### src/design/mce_ram.sv
// ----------------------------------------------------------------------------
// mce_ram
// Generic single write, single read RAM with a registered read port.
// ----------------------------------------------------------------------------
`default_nettype none

module mce_ram #(
	parameter int WIDTH = 32,
	parameter int DEPTH = 64
) (
	input  wire logic                                    clk,
	input  wire logic                                    we,
	input  wire logic [((DEPTH > 1) ? $clog2(DEPTH) : 1)-1:0] waddr,
	input  wire logic [WIDTH-1:0]                        wdata,
	input  wire logic [((DEPTH > 1) ? $clog2(DEPTH) : 1)-1:0] raddr,
	output logic      [WIDTH-1:0]                        rdata
);

	logic [WIDTH-1:0] mem [DEPTH];

	// write port and registered read
	always_ff @(posedge clk) begin
		if (we) begin
			mem[waddr] <= wdata;
		end
		rdata <= mem[raddr];
	end

endmodule

`default_nettype wire
### config.mk
export PLATFORM = sky130hd
export DESIGN_NAME = mce_ram
export DESIGN_NICKNAME = d
export VERILOG_FILES = /design/src/design/mce_ram.sv
export SDC_FILE = /design/constraint.sdc
export NUM_CORES = 2
export LEC_CHECK = 0
export BUFFER_PORTS_ARGS = -buffer_cell sky130_fd_sc_hd__buf_2
export CORE_ASPECT_RATIO = 0.5
export CORE_MARGIN = 4
export CORE_UTILIZATION = 50
export DETAILED_ROUTE_END_ITERATION = 8
export HOLD_SLACK_MARGIN = 0.08
export PLACE_DENSITY = 0.65
export SLEW_MARGIN = 10
export SYNTH_ARGS = -nofsm -noshare
export SYNTH_HDL_FRONTEND = slang
export SYNTH_SLANG_ARGS = --single-unit
### constraint.sdc
create_clock -name clk -period 6.15 [get_ports clk]
set_input_delay 0.615 -clock clk [delete_from_list [all_inputs] [get_ports clk]]
set_output_delay 0.615 -clock clk [all_outputs]
set_load 0.005 [all_outputs]
Word-level counts from Yosys, hierarchy flattened
Memory sizes are Yosys's and may differ from the RTL's. A register that Yosys moved wholly into a read port is not among the register bits. Index checks and enable logic that the tools add are counted.

Output and inout bits: 32. Memories: 1. Bits in registers: 0. Bits in writable memories: 2048.

Memories: mem (depth 64, bits a word 32, read ports 1, clocked after Yosys merged registers in 1, write ports 1, line 19) `logic [WIDTH-1:0] mem [DEPTH];`.

Muxes and demuxes: 2.

Operator list (count): 2-to-1 mux 1 bit (2).

Longest topological paths before layout
Depth after elaboration: 2. Gate-level depth with buffers: 10. Mapped depth without buffers: 5.

Worst setup path before layout
No wires, ideal clock.

Path kind: input to register. Start: input waddr[3] in the netlist's numbering. End: memory mem[48][0], enable pin. Arrival time: 3314 ps. Setup time: 461 ps. Required time: 5689 ps. Stages: 4. Buffers on the path: 1. Setup slack: 2375 ps. Cells stage by stage: clkbuf_1 nor2b_1 nand4b_1 nor3_1.

RTL lines: from (decl) (line 13) `input wire logic [((DEPTH > 1) ? $clog2(DEPTH) : 1)-1:0] waddr,`; to (decl) (line 19).

No word-level cell before the write port.

==> flow_summary_export.csv <==
group,metric,value,unit
floorplanning,fp.dieH,288,um
yosys,synthArstFlopShare,0,
sta,post-route-period-util,0.548,
global_routing,grt_max_degree,105,
routing,routed-via-count,37700,
sta,rsz0062_at_grt,"false",
sta,worst_slew_pin_slew,1.24,ns
worst_setup_path,arrival,4.03,ns
sta,clock-skew-final,0.0219,ns
layout,nNetsFinal,3566,
clocking,cts_buffers,178,
worst_setup_path,cp-startpoint,"raddr[0]",
clocking,clk_latency,0.80,ns
clocking,cts_tree,"done",
routing,ant_nets,0,
outcome,outcome,"complete, no violations",
place,gp_congestion,0.795,
worst_hold_path,hold_path.class,"in -> reg",
place,io_buffers,77,
clocking,cts_buffer_depth,3,
floorplanning,start_util,0.506,
yosys,ys_ff_latch,2080,
sta,slew_viol_final,0,
yosys,syn_nets,3370,
sta,setup_viol,0,
clocking,root_buffer,"clkbuf_16",
global_routing,grt_usage,0.251,
clocking,hold_buffers,0,
routing,drc,0,
floorplanning,io_pins,78,
worst_setup_path,path_max_fanout,58,
sta,period_needed,3.37,ns
routing,drt-vias-per-instance,6.54,
layout,areaGrowthSynthToFinish,12.2,%
global_routing,overflow,0,
clocking,postCtsSetupRepairBufs,0,
worst_setup_path,reg2regPathDepth,4,
yosys,syn_area,0.0785,mm^2
clocking,clkTransAtPathRegs,0.07,ns
power_and_ir_drop,p_sw_frac,0.211,
clocking,clock-sinks,2080,
power_and_ir_drop,p_switching,6.02,mW
power_and_ir_drop,power.density,324,mW/mm^2
clocking,cts_resized,0,
routing,wl_per_cell,35.4,um
worst_hold_path,hold_depth,1,
sta,setup_slack,2.78,ns
sta,hold_viol_final,0,
power_and_ir_drop,ir_worst_vdd,0.000293,V
yosys,yosysTopAreaCell,"edfxtp_1",
routing,totalWireLength,204,mm
routing,dr.pass1.iters,5,
floorplanning,die-area,0.164,mm^2
global_routing,grt_pass1_vias,37200,
yosys,yosys_warnings,0,
place,place_hpwl,112,mm
layout,ff_latch_area,0.0621,mm^2
worst_setup_path,cp-start-kind,"input port",
worst_setup_path,worst-setup-path-type,"in -> reg",
sta,slew_headroom,0.174,
layout,drive_gt1_frac,0.292,
yosys,ys_top_cells_by_count,"2048 x edfxtp_1, 544 x mux4_2, 137 x nor2_1",
yosys,seq_area_frac_synth,0.791,
yosys,synthCells,3324,
floorplanning,design.core.area,0.155,mm^2
power_and_ir_drop,power_frac_seq,0.552,
yosys,ys_top_cells_by_area,"edfxtp_1 78%, mux4_2 16%, mux2i_1 1.2%, dfxtp_1 0.82%, o22ai_1 0.67%",
yosys,synth_edf_count,2048,
yosys,netlist-cell-type-count,34,
global_routing,antenna_found_initial,17,
layout,nFillCells,11100,
floorplanning,core.rowCount,102,
floorplanning,fp.dieW,568,um
sta,finalSetupTns,0,ns
routing,drtIter0Drc,6066,
clocking,htreeDepth,4,
yosys,ys.flop_type,"edfxtp_1",
global_routing,grt_pass1_wl,288,mm
yosys,avgSynthCellArea,23.6,um^2
layout,multi_input_area,0.0160,mm^2
power_and_ir_drop,internal_power,22.5,mW
yosys,synthMostInstantiatedCell,"edfxtp_1",
worst_setup_path,crit-reg2reg-launch,"mem[12][24]$_DFFE_PP_",
worst_setup_path,cp-end-kind,"flip-flop",
worst_hold_path,holdCritStartpoint,"wdata[2]",
place,place_ws,1.92,ns
worst_setup_path,cp.required,6.81,ns
power_and_ir_drop,p_clk_frac,0.397,
sta,fmax,297,MHz
run,cap_viol_max_count,0,
power_and_ir_drop,p_leak,27.2,nW
yosys,synth_top_area_frac,0.783,
power_and_ir_drop,combPwrFrac,0.051,
-- metrics by stage --
step / area, um^2 / hold slack [ns] / std cells / util / total power [mW]
5_1_grt: 88100 / 0.395 / 5759 / 0.567 / 29.4
6_report: 88100 / 0.385 / 5763 / 0.567 / 28.5
2_1_floorplan: 78500 / 0.663 / 3324 / - / 16.8
3_3_place_gp: 82200 / 0.705 / 5420 / 0.529 / 17.5
4_1_cts: 88000 / 0.345 / 5755 / 0.567 / 28.7
3_5_place_dp: 82200 / 0.717 / 5420 / 0.529 / 17.5
-- placed cells by master, fill, tap and decap left out, drive strengths merged, types with 7 or more instances in the layout --
cell	netlist	layout
nand2	26	26
o22ai	84	84
mux4	544	544
buf	108	198
nor2b	15	15
a22oi	12	12
mux2i	93	93
dfxtp	32	32
a311oi	8	8
a21oi	62	62
diode	0	8
nor2	137	137
clkinv	0	72
nand2b	8	8
inv	0	8
bufinv	0	14
nor3	7	7
clkbuf	74	238
edfxtp	2048	2048
o221ai	27	27
-- sequential cells by signal, indices dropped and copies added, names as in the netlist --
name	count
rdata	32
mem	2048
-- area by class of cell --
cell class / count / share of cell area
timing repair buffer: 198 / 0.0169
tap: 2080 / 0.0296
multi-input combinational: 1062 / 0.181
sequential: 2080 / 0.706
clock inverter: 97 / 0.00996
antenna: 8 / 0.000227
clock buffer: 238 / 0.0564
-- power by group through the flow --
stage / clock (mW) / combinational [mW] / sequential (mW)
CTS: 11.5 / 1.45 / 15.8
detailed placement: 0 / 1.45 / 16.1
finish: 11.3 / 1.45 / 15.8
global placement: 0 / 1.42 / 16.1
floorplan: 0 / 0.763 / 16.0
global route: 12.1 / 1.53 / 15.8
-- logic make-up (layout without fill, tap and decap cells) --
| kind of cell | Yosys count | count (layout) | synth area share |
|---|---|---|---|
| muxes | 637 | 637 | 0.168 |
| DFF | 2080 | 2080 | 0.791 |
| AOI/OAI and AO/OA | 202 | 202 | 0.0167 |
| other | 0 | 8 | 0 |
| and+or+nand+nor | 223 | 223 | 0.0127 |
| buffers and inverters | 182 | 533 | 0.0113 |
-- routing by layer --
metal	vias up	global-route usage	share of wire
li1	14700	-	-
met1	20400	0.385	0.41
met2	2300	0.372	0.45
met3	292	0.0546	0.11
met4	2	0.0679	0.023
met5	-	0	0.000064
-- critical path, cell delays in order --
cell	delay, ns
buf_8	0.51
buf_12	0.46
buf_4	0.39
mux4_2	0.55
mux4_2	0.55
o22ai_1	0.61
nor2_1	0.12
-- path summary, 6_finish.rpt --
kind | to | slack [ns]
worst max-delay path | rdata[25]$_DFF_P_ | 2.78
worst min-delay path | mem[4][2]$_DFFE_PP_ | 0.39
worst max register to register | rdata[24]$_DFF_P_ | 3.87
worst min register to register | rdata[20]$_DFF_P_ | 0.74
(Power assumes the default switching activity.)
